<file path="src/lrws_pkg.sv">
`timescale 1ns / 1ps
// ----------------------------------------------------------------------------
// lrws_pkg
// Shared constants, codes and control types of the least-recent window
// scheduler.
// ----------------------------------------------------------------------------
package lrws_pkg;

	localparam int WINDOWS   = 64;
	localparam int RECEIVERS = 8;
	localparam int TIME_BITS = 32;

	// internal widths
	localparam int WIN_W = $clog2(WINDOWS);
	localparam int CNT_W = $clog2(WINDOWS + 1);
	localparam int RX_W  = (RECEIVERS > 1) ? $clog2(RECEIVERS) : 1;

	// fixed field widths
	localparam int OP_FW  = 2;
	localparam int RX_FW  = 3;
	localparam int WIN_FW = 6;
	localparam int TS_FW  = 32;
	localparam int CNT_FW = 7;

	localparam int S_TDATA_W = 48;
	localparam int M_TDATA_W = 8;

	typedef enum logic [OP_FW-1:0] {
		OP_REQUEST = 2'd0,
		OP_DONE    = 2'd1,
		OP_REBUILD = 2'd2
	} op_t;

	typedef enum logic [1:0] {
		ST_IDLE,
		ST_SCAN,
		ST_FINISH
	} state_t;

	typedef struct packed {
		logic load;    // capture the incoming transaction
		logic scan;    // walk the window table
		logic commit;  // apply updates and load the result register
	} cmd_t;

	typedef struct packed {
		logic scan_end;  // search finished (or nothing to search)
		logic out_free;  // result register can take a new result
	} sts_t;

endpackage

</file>
<file path="src/lrws_ctrl.sv">
`timescale 1ns / 1ps
// ----------------------------------------------------------------------------
// lrws_ctrl
// Sequencer: accept, scan, commit.
// ----------------------------------------------------------------------------
module lrws_ctrl (
	input  logic          clk,
	input  logic          arst_n,
	input  logic          s_tvalid,
	output logic          s_tready,
	input  lrws_pkg::sts_t sts,
	output lrws_pkg::cmd_t cmd
);
	import lrws_pkg::*;

	state_t state_q;
	state_t state_d;

	always_ff @(posedge clk or negedge arst_n) begin
		if (!arst_n) begin
			state_q <= ST_IDLE;
		end else begin
			state_q <= state_d;
		end
	end

	always_comb begin
		state_d = state_q;
		case (state_q)
			ST_IDLE: begin
				if (s_tvalid) begin
					state_d = ST_SCAN;
				end
			end
			ST_SCAN: begin
				if (sts.scan_end) begin
					state_d = ST_FINISH;
				end
			end
			ST_FINISH: begin
				if (sts.out_free) begin
					state_d = ST_IDLE;
				end
			end
			default: state_d = ST_IDLE;
		endcase
	end

	always_comb begin
		s_tready   = 1'b0;
		cmd.load   = 1'b0;
		cmd.scan   = 1'b0;
		cmd.commit = 1'b0;
		case (state_q)
			ST_IDLE: begin
				s_tready = 1'b1;
				cmd.load = s_tvalid;
			end
			ST_SCAN: begin
				cmd.scan = 1'b1;
			end
			ST_FINISH: begin
				cmd.commit = sts.out_free;
			end
			default: begin
				s_tready = 1'b0;
			end
		endcase
	end

endmodule

</file>
<file path="src/lrws_datapath.sv">
`timescale 1ns / 1ps
// ----------------------------------------------------------------------------
// lrws_datapath
// Window time table, receiver state, oldest-window search, result register.
// ----------------------------------------------------------------------------
module lrws_datapath (
	input  logic                            clk,
	input  logic                            arst_n,
	input  lrws_pkg::cmd_t                  cmd,
	output lrws_pkg::sts_t                  sts,
	input  logic [lrws_pkg::S_TDATA_W-1:0]  s_tdata,
	input  logic [lrws_pkg::OP_FW-1:0]      s_tuser,
	output logic                            m_tvalid,
	input  logic                            m_tready,
	output logic [lrws_pkg::M_TDATA_W-1:0]  m_tdata,
	output logic [0:0]                      m_tuser
);
	import lrws_pkg::*;

	// captured transaction
	logic [OP_FW-1:0]  op_q;
	logic [RX_FW-1:0]  rx_q;
	logic [WIN_FW-1:0] win_q;
	logic [TS_FW-1:0]  ts_q;
	logic [CNT_FW-1:0] cnt_q;

	// block state
	logic [TIME_BITS-1:0] mem [WINDOWS];
	logic [WINDOWS-1:0]   tvalid_q;      // entry stamped since rebuild
	logic [WIN_W-1:0]     rwin_q [RECEIVERS];
	logic [RECEIVERS-1:0] busy_q;
	logic [CNT_W-1:0]     in_use_q;

	// search
	logic [CNT_W-1:0]     ptr_q;
	logic                 rd_vld_s1;
	logic [WIN_W-1:0]     idx_s1;
	logic                 held_s1;
	logic                 stamped_s1;
	logic [TIME_BITS-1:0] rd_data_s1;
	logic                 found_q;
	logic [WIN_W-1:0]     best_q;
	logic [TIME_BITS-1:0] best_t_q;

	// result register
	logic             out_vld_q;
	logic             out_grant_q;
	logic [WIN_W-1:0] out_win_q;

	logic                 rx_ok;
	logic                 scan_req;
	logic                 issue;
	logic                 held;
	logic [TIME_BITS-1:0] cur_t;
	logic                 grant;
	logic                 stamp;
	logic [RX_W-1:0]      rx_idx;

	assign rx_ok    = int'(rx_q) < RECEIVERS;
	assign rx_idx   = rx_q[RX_W-1:0];
	assign scan_req = (op_q == OP_REQUEST) && rx_ok;
	assign issue    = cmd.scan && scan_req && (ptr_q < in_use_q);
	assign cur_t    = stamped_s1 ? rd_data_s1 : '0;
	assign grant    = scan_req && found_q;
	assign stamp    = cmd.commit && (op_q == OP_DONE) && rx_ok && busy_q[rx_idx]
		&& ({1'b0, win_q} < CNT_FW'(in_use_q));

	assign sts.scan_end = !scan_req || ((ptr_q >= in_use_q) && !rd_vld_s1);
	assign sts.out_free = !out_vld_q || m_tready;

	// is the window under the pointer held by some receiver
	always_comb begin
		held = 1'b0;
		for (int r = 0; r < RECEIVERS; r++) begin
			if (busy_q[r] && (rwin_q[r] == ptr_q[WIN_W-1:0])) begin
				held = 1'b1;
			end
		end
	end

	// transaction capture
	always_ff @(posedge clk) begin
		if (cmd.load) begin
			rx_q  <= s_tdata[2:0];
			win_q <= s_tdata[8:3];
			ts_q  <= s_tdata[40:9];
			cnt_q <= s_tdata[47:41];
			op_q  <= s_tuser;
		end
	end

	// time table
	always_ff @(posedge clk) begin
		if (stamp) begin
			mem[win_q[WIN_W-1:0]] <= ts_q[TIME_BITS-1:0];
		end
		rd_data_s1 <= mem[ptr_q[WIN_W-1:0]];
	end

	// payload side of the search and receiver windows
	always_ff @(posedge clk) begin
		idx_s1     <= ptr_q[WIN_W-1:0];
		held_s1    <= held;
		stamped_s1 <= tvalid_q[ptr_q[WIN_W-1:0]];
		if (rd_vld_s1 && !held_s1 && (!found_q || (cur_t < best_t_q))) begin
			best_q   <= idx_s1;
			best_t_q <= cur_t;
		end
		if (cmd.commit && grant) begin
			rwin_q[rx_idx] <= best_q;
		end
	end

	always_ff @(posedge clk or negedge arst_n) begin
		if (!arst_n) begin
			tvalid_q    <= '0;
			busy_q      <= '0;
			in_use_q    <= '0;
			ptr_q       <= '0;
			rd_vld_s1   <= 1'b0;
			found_q     <= 1'b0;
			out_vld_q   <= 1'b0;
			out_grant_q <= 1'b0;
			out_win_q   <= '0;
		end else begin
			if (cmd.load) begin
				ptr_q     <= '0;
				rd_vld_s1 <= 1'b0;
				found_q   <= 1'b0;
			end else begin
				rd_vld_s1 <= issue;
				if (issue) begin
					ptr_q <= ptr_q + 1'b1;
				end
				if (rd_vld_s1 && !held_s1) begin
					found_q <= 1'b1;
				end
			end

			if (out_vld_q && m_tready) begin
				out_vld_q <= 1'b0;
			end

			if (cmd.commit) begin
				out_vld_q   <= 1'b1;
				out_grant_q <= grant;
				out_win_q   <= grant ? best_q : '0;
				case (op_q)
					OP_REQUEST: begin
						if (grant) begin
							busy_q[rx_idx] <= 1'b1;
						end
					end
					OP_DONE: begin
						if (rx_ok) begin
							busy_q[rx_idx] <= 1'b0;
						end
						if (stamp) begin
							tvalid_q[win_q[WIN_W-1:0]] <= 1'b1;
						end
					end
					OP_REBUILD: begin
						tvalid_q <= '0;
						busy_q   <= '0;
						in_use_q <= (cnt_q > CNT_FW'(WINDOWS)) ? CNT_W'(WINDOWS)
							: CNT_W'(cnt_q);
					end
					default: begin
						out_grant_q <= 1'b0;
					end
				endcase
			end
		end
	end

	assign m_tvalid = out_vld_q;
	assign m_tdata  = M_TDATA_W'(out_win_q);
	assign m_tuser  = out_grant_q;

	// checks
	a_rd_in_range: assert property (@(posedge clk) disable iff (!arst_n)
		rd_vld_s1 |-> (CNT_W'(idx_s1) < in_use_q))
		else $error("search read beyond windows in use");

	a_commit_drained: assert property (@(posedge clk) disable iff (!arst_n)
		cmd.commit |-> !rd_vld_s1)
		else $error("commit while search read in flight");

	a_rebuild_frees: assert property (@(posedge clk) disable iff (!arst_n)
		(cmd.commit && (op_q == OP_REBUILD)) |=> ((busy_q == '0) && (tvalid_q == '0)))
		else $error("rebuild left receivers busy or times set");

	a_in_use_bound: assert property (@(posedge clk) disable iff (!arst_n)
		in_use_q <= CNT_W'(WINDOWS))
		else $error("window count above table size");

	a_grant_found: assert property (@(posedge clk) disable iff (!arst_n)
		(cmd.commit && grant) |=> (out_grant_q && busy_q[$past(rx_idx)]))
		else $error("grant without receiver marked busy");

endmodule

</file>
<file path="src/least_recent_window_scheduler.sv">
`timescale 1ns / 1ps
// ----------------------------------------------------------------------------
// least_recent_window_scheduler
// Assigns to a requesting receiver the free window with the oldest scan time.
// ----------------------------------------------------------------------------
//  channel | dir | tdata (low bit up)                                   | tuser
//  s_*     | in  | receiver_index 3, window_index 6, time_stamp 32,     | operation 2
//          |     | window_count 7                                       |
//  m_*     | out | granted_window 6, 2 zero bits                        | granted 1
//
//  A request on a non-empty table searches the windows in use, reading one
//  time-table entry per cycle; done, rebuild and unknown items, and requests
//  on an empty table, skip the search. The next transaction can be accepted at
//  the same edge as the earliest result handshake.
//  One transaction in flight; s_tready is high only in the idle state.
//  A result waiting in the output register does not block acceptance; the
//  next result waits for it to be taken. Reset clears all times, frees all
//  receivers and sets the window count to zero, with no clearing pass.
// ----------------------------------------------------------------------------
module least_recent_window_scheduler (
	input  logic                           clk,
	input  logic                           arst_n,
	input  logic                           s_tvalid,
	output logic                           s_tready,
	// receiver_index, window_index, time_stamp, window_count
	input  logic [lrws_pkg::S_TDATA_W-1:0] s_tdata,
	// operation
	input  logic [lrws_pkg::OP_FW-1:0]     s_tuser,
	output logic                           m_tvalid,
	input  logic                           m_tready,
	// granted_window, zero pad
	output logic [lrws_pkg::M_TDATA_W-1:0] m_tdata,
	// granted
	output logic [0:0]                     m_tuser
);
	import lrws_pkg::*;

	cmd_t cmd;
	sts_t sts;

	// sequencer: idle -> scan (walks windows for requests) -> finish (commit)
	lrws_ctrl u_ctrl (
		.clk      (clk),
		.arst_n   (arst_n),
		.s_tvalid (s_tvalid),
		.s_tready (s_tready),
		.sts      (sts),
		.cmd      (cmd)
	);

	// tables, search and the output register
	lrws_datapath u_dp (
		.clk      (clk),
		.arst_n   (arst_n),
		.cmd      (cmd),
		.sts      (sts),
		.s_tdata  (s_tdata),
		.s_tuser  (s_tuser),
		.m_tvalid (m_tvalid),
		.m_tready (m_tready),
		.m_tdata  (m_tdata),
		.m_tuser  (m_tuser)
	);

endmodule
</file>
<file path="config.mk">
export PLATFORM = sky130hd
export DESIGN_NAME = least_recent_window_scheduler
export DESIGN_NICKNAME = d
export VERILOG_FILES = /design/src/lrws_pkg.sv /design/src/lrws_ctrl.sv /design/src/lrws_datapath.sv /design/src/least_recent_window_scheduler.sv
export SDC_FILE = /design/constraint.sdc
export NUM_CORES = 2
export LEC_CHECK = 0
export BUFFER_PORTS_ARGS = -buffer_cell sky130_fd_sc_hd__buf_2
export CAP_MARGIN = 40
export CORE_UTILIZATION = 35
export DETAILED_ROUTE_END_ITERATION = 8
export GPL_TIMING_DRIVEN = 0
export PLACE_DENSITY = 0.52
export SYNTH_ARGS = -nofsm -noshare
export SYNTH_HDL_FRONTEND = slang
export SYNTH_SLANG_ARGS = --single-unit
</file>
<file path="constraint.sdc">
create_clock -name clk -period 10.55 [get_ports clk]
set_input_delay 3.165 -clock clk [delete_from_list [all_inputs] [get_ports clk]]
set_output_delay 3.165 -clock clk [all_outputs]
set_load 0.005 [all_outputs]
</file>
Word level (Yosys, flattened, before mapping)
Memories as Yosys holds them, arrays and structs flattened. A register that Yosys moved wholly into a read port is not among the register bits.
Index checks and enable logic that the tools add are counted.
Storage, ports and cells
  bits in registers: 194
  memories kept: 2
  bits of input ports: 54
  word-level logic and storage cells: 132
  output and inout bits: 11
  memory bits (writable): 2096
Cells by class
  eq/ne operators: 17
  $lt $le $gt $ge: 10
  bitwise logic cells: 4
  multiplexer cells: 36
  add/subtract/negate cells: 1
  reductions and logical operators: 42
Memories
  u_dp.mem: depth 64, width 32, rd ports 1, clocked after Yosys merged registers in 1, wr ports 1, RTL line lrws_datapath.sv:28  | logic [TIME_BITS-1:0] mem [WINDOWS];
  u_dp.rwin_q: depth 8, width 6, rd ports 8, clocked after Yosys merged registers in 0, wr ports 1, RTL line lrws_datapath.sv:30  | logic [WIN_W-1:0] rwin_q [RECEIVERS];
Operators by type and width (number)
  case mux 64 bit (2 select lines): 1
  two-way mux 64 bit: 1
  bitwise OR 64 bit: 1
  equality test 6 bit: 8
  less-than comparator 32 bit: 1
  two-way mux 32 bit: 1
  case mux 8 bit (3 select lines): 1
  logical AND 1 bit: 21
  two-way mux 7 bit: 3
  two-way mux 1 bit: 19
  less-than comparator 6 x 7 -> 1 bit, second input constant: 2
  AND reduction 3 bit: 3
  AND 8 bit: 1
  two-way mux 8 bit: 1
  inverter 8 bit: 1
  bitwise OR 8 bit: 1
  nonzero test 2 bit: 4
  adder 7 x 1 -> 7 bit, second input constant: 1
  >= comparator 7 bit: 1
  > comparator 7 bit, second input constant: 1
  less-than comparator 6 x 7 -> 1 bit: 1
  less-than comparator 7 bit: 1
  OR reduction 7 bit: 1
  binary-select mux 1 bit (select 6 bit): 1
  19 further kinds: 33

Longest topological paths before layout
  word-level depth: 8
  depth in mapped cells: 13
  mapped depth without buffers: 8

Hierarchy
From an unflattened synthesis, not the netlist that was laid out.
Second synthesis, totals
  cell total of the unflattened synthesis: 4060
  area total of the unflattened synthesis: 89784.9 sq um
Modules (own cells, without submodules)
  lrws_datapath: area each 89676.0 sq um, cells an instance 4048, seq. area each 68786.0 sq um, times used 1
  lrws_ctrl: area each 108.9 sq um, cells an instance 12, seq. area each 50.0 sq um, times used 1

Worst setup path after synthesis
OpenSTA, ideal clock, no wires.
  path kind: input port to flip-flop
  start point: in m_tready
  end point: mem u_dp.mem[16][0] (enable)
  path slack: 3.832 ns
  data arrival time: 6.255 ns
  buffers on the path: 1
  stages: 6
  required time: 10.087 ns
  setup time: 0.463 ns
  path through: nand2b_1 -> o2111ai_1 -> nor2_1 -> o211ai_1 -> buf_2 -> nor3_1
On the way
  longest elaborated chain between the ends: 7
Ends and longest elaborated chain
  start, declared: RTL line least_recent_window_scheduler.sv:30  | input logic m_tready,
  logical OR 1 bit: RTL line lrws_datapath.sv:69  | assign sts.out_free = !out_vld_q || m_tready;
  two-way mux 1 bit: RTL line lrws_ctrl.sv:54  | case (state_q)
  logical AND 1 bit (2 in a row): RTL line lrws_datapath.sv:65  | assign stamp = cmd.commit && (op_q == OP_DONE) && rx_ok && busy_q[rx_idx]
  logical AND 1 bit: RTL line lrws_datapath.sv:66  | && ({1'b0, win_q} < CNT_FW'(in_use_q));
  two-way mux 1 bit: RTL line lrws_datapath.sv:94  | if (stamp) begin
  two-way mux 1 bit (not written as such): RTL line lrws_datapath.sv:95  | mem[win_q[WIN_W-1:0]] <= ts_q[TIME_BITS-1:0];
  end, declared: RTL line lrws_datapath.sv:28
No other way between the ends.

Worst setup path in the final report
  start point: in m_tready
  end point: mem u_dp.mem[30][10] (enable)
The elaborated chain is that of the path after synthesis.

==> run summary <==
status: finished clean
initial antenna violation count: 10
Gate Count Post-Synth: 3940
unrepaired setup endpoints after global routing: no
ranking of synthesized cells by area: edfxtp_1 74%, mux4_2 16%, dfrtp_1 2.8%
num rows: 184
slowest cell on the critical path: nor3_2
PwrDens: 216 nW/um^2
kind of critical path: in2reg
post-CTS sizing: 0
Worst EP required: 11.11 ns
Hold Fails Final Rpt: 0
clock sinks: 2322
final std cells w/o fill: 8300
cell taking the most area after synthesis: edfxtp_1
DRT iter0 DRCs: 5574
CTS max path bufs: 3
Initial Util: 0.353
# Post-CTS Setup Buffers: 0
synth cell count leaders: 2184 x edfxtp_1, 621 x mux4_2, 98 x dfrtp_1
final period utilization: 0.535
slowest stage delay, CP: 0.72 ns
sequential share of the synthesized area: 0.773
Port Buffers: 62
fmax: 177 MHz
post-place setup slack: 4.07 ns
Vias/cell: 5.44
R2R Path End: u_dp.rd_data_s1[8]
DRC Markers: 0
clk slew on worst S/H paths: 0.06 ns
count leader, synth: edfxtp_1
area delta synth->final: 20.9%
Peak VDD IR: 0.000193 V
Max-Cap Viols: 0
Core ar.: 252000 sq um
Final ANT Viol Nets: 0
Most common cell on crit path: buf_6
setup_tns: 0 ns
Final Wtd Congestion: 0.815
Synth Register Bits: 2322
Inst Count DP: 7850
hpwl dp: 194 mm
Die X: 507 microns
Least-Margin Pin Slew: 1.23 ns
share of layout cells above drive strength 1: 0.345
global-route wire length before repair: 367 mm
Total GRT Usage: 0.206
register area: 68800 sq um
Post-Syn Area: 89100 sq um
Synth async-reset ratio: 0.0422
r2r startpoint: u_dp.ptr_q[1]
hold slack: 0.405 ns
Mean Syn Cell Area: 22.6 sq um
Hold Crit Start: u_dp.idx_s1[0]
Synth warnings: 0
vias in the first global route: 45300
WHS Path Cells: 0
Worst Skew: 0.0453 ns
Final Max Tran Viols: 0
Final #Nets: 4843
R2R setup slack: 5.83 ns
fillers: 21700
WL per Instance: 31.9 microns
P_leak: 35.2 nW
Post-synth EDFFs: 2184
startpoint types: input pin
Post-synth top flop: edfxtp_1
fin crit period: 5.65 ns
Die Ht: 507 microns
CTS Hold Bufs: 0
Critical Path Sink Type: flip-flop
die footprint: 257000 sq um
clock buffer count from CTS: 238
WHS Endpoint: u_dp.best_q[0]
crit-path max FO: 10
aggregate routed wire length: 265 mm
Netlist cell types: 56
GR Overflow Total: 0
post-route setup slack: 4.90 ns
share of the synthesized area in the top cell type: 0.736
largest net degree at the start of global routing: 52
crit-path cells: buf_2 -> nand2b_1 -> o2111ai_1 -> nor2_1 -> o211ai_1 -> buf_2 -> nor3_2 -> buf_6 -> buf_6 -> buf_4 -> buf_6 -> buf_6
root buf cell: clkbuf_16
total I/O pin count: 65
total number of vias: 45100
Worst EP arrival: 6.21 ns
Clock Latency Late Sink: 0.88 ns
Final Core Density: 0.427
endpoints failing setup: 0
relative slew slack: 0.180
H-tree Lvls: 4
drt pass-1 iters: 7
CTS tree: yes
area of the multi-input gates: 19400 sq um
Hold WC Path Type: reg2reg
Reg2Reg Depth: 9
cell type report:
class                      count  area share
sequential                  2322       0.639
multi-input combinational   1360       0.180
clock buffer                 331      0.0624
timing repair buffer         561      0.0585
tap                         3348      0.0389
buffer                       210     0.00975
clock inverter               114     0.00969
inverter                      49     0.00173
antenna                        5    0.000116
per-layer routing:
layer / routed length [microns] / vias to the layer above / global-route usage
li1: - / 18300 / -
met1: 111000 / 24600 / 0.286
met2: 126000 / 1896 / 0.331
met3: 19200 / 315 / 0.0350
met4: 8020 / 0 / 0.0642
met5: 0 / - / 0
registers in the layout (all words and copies together), names as in the netlist, 2 cells and up:
register         flops
u_dp.busy_q          8
u_dp.idx_s1          6
u_dp.rwin_q         48
u_dp.mem          2048
u_dp.rd_data_s1     32
u_dp.best_q          6
u_dp.win_q           6
u_dp.ptr_q           7
u_dp.out_win_q       6
u_dp.ts_q           32
u_dp.rx_idx          3
u_dp.op_q            2
u_dp.cnt_q           7
u_dp.best_t_q       32
u_dp.in_use_q        7
u_dp.tvalid_q       64
u_ctrl.state_q       2
where the power goes:
| part | leakage (nW) | switching [mW] | internal [mW] | total (mW) |
|---|---|---|---|---|
| sequential | 21.3 | 0.229 | 10.6 | 10.8 |
| clock | 3.80 | 3.55 | 4.81 | 8.37 |
| combinational | 10.0 | 2.37 | 1.72 | 4.09 |
| total | 35.2 | 6.15 | 17.1 | 23.3 |
per-stage QoR:
step           power (mW)  instance area, sq um
3_5_place_dp         15.1                 99900
4_1_cts              23.5                108000
6_report             23.3                108000
2_1_floorplan        13.2                 89100
3_3_place_gp         14.7                 93600
5_1_grt              24.0                108000
kinds of logic after synthesis:
kind of cell | share of synthesized area
fa+ha+maj | 0.00660
mux | 0.162
xor+xnor | 0.00492
other cells | 0.0000421
simple gates | 0.0181
buf+inv | 0.0138
compound gates | 0.0217
flops | 0.773
critical path: cells and delay by family:
family | cells | cell delay (ns)
AO/OA/AOI/OAI | 2 | 0.51
AND/OR/NAND/NOR | 3 | 1.12
buffers and inverters | 7 | 1.38
worst max-delay path by stage:
stage	startpoint	endpoint	slack (ns)	cells after the start
floorplan	m_tready	u_dp.mem[16][0]	3.83	6
global placement	m_tready	u_dp.mem[26][20]	-1.06	7
detailed placement	m_tready	u_dp.mem[31][13]	4.07	12
CTS	m_tready	u_dp.mem[31][0]	4.99	12
global route	m_tready	u_dp.mem[31][0]	4.80	12
finish	m_tready	u_dp.mem[30][10]	4.90	12
placed cells by master, fill, tap and decap left out, types with 25 or more instances in the layout:
cell type,n
edfxtp_1,2184
mux4_2,621
clkbuf_16,247
buf_4,231
buf_6,181
clkbuf_1,140
buf_2,136
dfrtp_1,98
nand2_1,89
nor3_2,65
o21a_1,65
buf_16,59
buf_8,54
inv_1,47
ha_1,47
clkinv_1,45
clkinv_2,40
dfxtp_1,40
a22oi_1,39
and2_1,35
mux2i_1,35
a21oi_1,35
nor2_1,27
buf_1,27
xnor2_1,26
o21ai_0,25
Power figures use the tool's default switching activity.
